[config.mk]
export PLATFORM = sky130hd
export DESIGN_NAME = att_cross
export DESIGN_NICKNAME = d
export VERILOG_FILES = /design/src/att_pkg.sv /design/src/att_cross.sv
export SDC_FILE = /design/constraint.sdc
export NUM_CORES = 1
export LEC_CHECK = 0
export ABC_AREA = 0
export BUFFER_PORTS_ARGS = -buffer_cell sky130_fd_sc_hd__buf_2
export CAP_MARGIN = 20
export CORE_MARGIN = 2
export CORE_UTILIZATION = 35
export DETAILED_ROUTE_END_ITERATION = 16
export PLACE_DENSITY = 0.6
export SKIP_LAST_GASP = 1
export SLEW_MARGIN = 25
export SYNTH_ARGS = -nofsm -noshare
export SYNTH_HDL_FRONTEND = slang
export SYNTH_SLANG_ARGS = --single-unit
[constraint.sdc]
create_clock -name vclk -period 11.4
set_clock_uncertainty 0.05 [all_clocks]
set_input_delay 1.14 -clock vclk [all_inputs]
set_output_delay 1.14 -clock vclk [all_outputs]
set_load 0.02 [all_outputs]
[src/att_pkg.sv]
`timescale 1ns / 1ps
// ----------------------------------------------------------------------------
// att_pkg
// Shared widths, vector types and face pair table for the acute
// tetrahedron test pipeline.
// ----------------------------------------------------------------------------

package att_pkg;

    localparam int COORD_BITS = 8;

    // edge components span -(2^c - 1) .. (2^c - 1)
    localparam int EDGE_W = COORD_BITS + 1;
    // normal components stay below 2 * (2^c - 1)^2 in magnitude
    localparam int NORM_W = 2 * EDGE_W;
    // product of two normal components
    localparam int PROD_W = 2 * NORM_W;
    // sum of three products
    localparam int DOT_W  = PROD_W + 2;

    localparam int NUM_EDGES = 5;
    localparam int NUM_NORMS = 4;
    localparam int NUM_PAIRS = 6;

    typedef struct packed {
        logic signed [EDGE_W-1:0] x;
        logic signed [EDGE_W-1:0] y;
        logic signed [EDGE_W-1:0] z;
    } edge_vec_t;

    typedef struct packed {
        logic signed [NORM_W-1:0] x;
        logic signed [NORM_W-1:0] y;
        logic signed [NORM_W-1:0] z;
    } norm_vec_t;

    typedef logic signed [PROD_W-1:0] prod_t;

    typedef int pair_tab_t [NUM_PAIRS];

    // face pairs whose normals are dotted
    localparam pair_tab_t PAIR_FIRST  = '{0, 0, 0, 1, 1, 2};
    localparam pair_tab_t PAIR_SECOND = '{1, 2, 3, 2, 3, 3};

endpackage

[src/att_cross.sv]
`timescale 1ns / 1ps
// ----------------------------------------------------------------------------
// att_cross
// Exact signed cross product of two lattice edge vectors, giving one
// face normal.
// ----------------------------------------------------------------------------

module att_cross (
    input  att_pkg::edge_vec_t u,
    input  att_pkg::edge_vec_t v,
    output att_pkg::norm_vec_t n
);

    logic signed [att_pkg::NORM_W-1:0] yz;
    logic signed [att_pkg::NORM_W-1:0] zy;
    logic signed [att_pkg::NORM_W-1:0] zx;
    logic signed [att_pkg::NORM_W-1:0] xz;
    logic signed [att_pkg::NORM_W-1:0] xy;
    logic signed [att_pkg::NORM_W-1:0] yx;

    assign yz = u.y * v.z;
    assign zy = u.z * v.y;
    assign zx = u.z * v.x;
    assign xz = u.x * v.z;
    assign xy = u.x * v.y;
    assign yx = u.y * v.x;

    assign n.x = yz - zy;
    assign n.y = zx - xz;
    assign n.z = xy - yx;

endmodule

# After elaboration in Yosys (flattened, before gate mapping)
# Index checks and enable logic that the tools add are counted.
# classes
n_mul	6
add_sub_neg	3
# ops
cell	count
$mul A9 B9 Y18	6
$sub A18 B18 Y18	3
# totals
wordCells	9
input_bits	54
regBits	0
output_inout_bits	54

# Logic depth before layout (Yosys ltp)
# logic_depth
depth_word	2
ltp_mapped	24
depth_no_buf	22

# Worst setup path before layout
# No wires, ideal clock.
# synth_path
path_kind	input to output
startpoint	in u[17] (netlist bit)
endpoint	out n[15] (netlist bit)
path_buffers	2
path_stages	19
arrival_ns	6.906
required_ns	10.210
slack_ns	3.304
path_cell_list	clkbuf_1 -> clkbuf_1 -> nand2_1 -> fa_1 -> fa_1 -> fa_1 -> inv_1 -> fa_1 -> fa_1 -> fa_1 -> inv_1 -> fa_1 -> ha_1 -> o21ai_1 -> or3b_1 -> a31oi_2 -> a21o_1 -> a21oi_1 -> xnor2_1
# synth_rtl
item	line_no	text
start, declared	att_cross.sv:9	input att_pkg::edge_vec_t u,
end, declared	att_cross.sv:11	output att_pkg::norm_vec_t n

==> metrics.yaml <==
regArea_um2: 0
seq_cells: 0
initial_core_util_pct: 35.32
worstSetupPathType: "in2out"
min_period_ns: 8.551
fill_cells: 5799
slew_headroom_pct: 65.46
status: "completed"
overflow: 0
num_antenna_cells: 0
fp.dieH_um: 242.1
min-delay-start: "u[19]"
period_share_pct: 75.01
crit_family: "adder cells"
syn_inst: 2110
grt_usage_pct: 16.36
cts_setup_buffers: 0
cpMaxStageDelayCell: "fa_1"
synth_compound_area_share_pct: 3.078
postCtsHoldBufs: 0
synth_area_leader_cell: "fa_1"
via_per_inst: 4.628
synthAdderAreaFrac_pct: 66.07
synth_top_area_share_pct: 52.07
cp_cell_sequence: "buf_2 > nand2_1 > inv_1 > fa_1 > fa_1 > inv_1 > fa_1 > fa_1 > fa_1 > fa_1 > fa_1 > ha_1 > o21ai_0 > nand2b_1 > and4_1 > a211oi_1 > o31ai_1 > a21oi_1 > xnor2_1 > buf_2"
clock_buffers: 0
setup_violations: 0
fmax_mhz: 116.9
maxCapViolations: 0
dr_total_vias: 13500
grt_max_degree: 21
hold_viol: 0
antenna_found_initial: 6
netlist_top_cells_area: "fa_1 (52%), ha_1 (14%), inv_1 (11%), and2_1 (8.1%), nand2_1 (3.5%)"
syn-cell-area_um2: 19840
endpoint_kind: "output pin"
place_ws_ns: 2.832
yosysSeqAreaShare_pct: 0
tightestPinTransition_ns: 0.5137
ios: 108
wl_per_cell_um: 15.53
yosys.area_share.simple_pct: 14.47
ctsResizeCount: 0
rsz0062_at_grt: "false"
hp-class: "in2out"
tns_ns: 0
drt_iter0_drc: 582
core_um2: 56170
start_kind: "primary input"
die_area_um2: 58600
synth.distinct_cells: 46
avgSynthCellArea_um2: 9.402
grt_pass1_vias: 15470
crit_path_max_incr_delay_ns: 0.57
fp.dieW_um: 242.1
grt_pass1_wl_mm: 78.00
nNetsFinal: 2954
place_area_um2: 21110
critPathBufInv: 4
fp-row-count: 87
ys_warn_count: 0
antenna_left: 0
drc: 0
syn_nets: 2902
synth_top_family_by_area: "adder cells"
routed_wl_mm: 45.30
slew_violations: 0
cpMostUsedCell: "fa_1"
startpoint: "u[8]"
firstDrtPassIters: 5
syn_to_final_growth_pct: 6.395
cp.arrival_ns: 7.36
dp_hpwl_mm: 39.56
stdcell_area_um2: 21110
required_ns: 10.21
io_buffers: 108
synthXorXnorAreaFrac_pct: 4.018
place.gp.congestion: 0.8259
layout-drive-gt1-share_pct: 5.648
synthMuxAreaShare_pct: 0.1135
setup_ws_ns: 2.849
cp_max_fo: 18
==> through the flow <==
stage | hold slack [ns] | utilization (%) | instances
floorplan | 2.562 | - | 2110
global placement | 3.041 | 37.58 | 2916
detailed placement | 3.028 | 37.58 | 2916
CTS | 3.039 | 37.58 | 2916
global route | 3.088 | 37.58 | 2916
finish | 3.027 | 37.58 | 2916
==> final cells by class <==
cell class         instances  area [um2]  area share [%]
repair buffers           108       540.5           2.561
well taps                756       945.9           4.482
multi-input cells       1463       17410           82.48
inverters                589        2211           10.47
==> worst min-delay path: stages <==
cell and delay, ns:
buf_2 0.32, and2_1 0.19, ha_1 0.13, buf_2 0.16
==> path summary, 6_finish.rpt <==
check                   end  slack [ns]  depth (start not counted)
worst max-delay path  n[52]        2.85                         20
worst min-delay path   n[1]        3.03                          4
==> layer usage <==
metal / GRT usage [%] / share of wire [%] / vias to the layer above
met4: 2.124 / 1.3 / 8
li1: - / - / 6161
met1: 21.66 / 43 / 6994
met5: 0 / 0.11 / -
met3: 1.518 / 4.5 / 47
met2: 29.71 / 51 / 285
==> layout by cell type, fill, tap and decap left out, types with 3 or more instances in the layout <==
master / n
o21a_1: 4
nor2_1: 25
nand2b_1: 15
a21oi_2: 3
inv_1: 589
a211oi_1: 3
nand2_1: 187
xnor2_1: 76
and2_1: 257
a21o_1: 12
xor2_1: 15
buf_2: 108
nor2b_1: 44
o21ai_0: 7
a21oi_1: 30
nand3_1: 5
ha_1: 222
fa_1: 516
o21ai_1: 7
==> cells in the mapped netlist, types with 2 or more instances <==
cell      instances
inv_1           589
fa_1            516
and2_1          257
ha_1            222
nand2_1         187
xnor2_1          76
clkbuf_1         58
nor2b_1          44
a21oi_1          30
nor2_1           25
nand2b_1         15
xor2_1           15
a21o_1           12
o21ai_0           7
o21ai_1           7
nand3_1           5
o21a_1            4
a211oi_1          3
a21oi_2           3
a211o_1           2
a31oi_1           2
and3_1            2
mux2_2            2
nor3_1            2
o21ai_2           2
o21bai_1          2
o31ai_1           2
==> kinds of logic (layout without fill, tap and decap cells) <==
group / count (synthesis) / count (layout)
XOR/XNOR: 91 / 91
multiplexers: 2 / 2
adder cells (fa/ha/maj): 738 / 738
buffers and inverters: 647 / 697
AND/OR/NAND/NOR: 544 / 544
AO/OA/AOI/OAI: 88 / 88
Power is not shown: default switching activity piles up to over one toggle a cycle in this logic, so the estimate is an artifact.
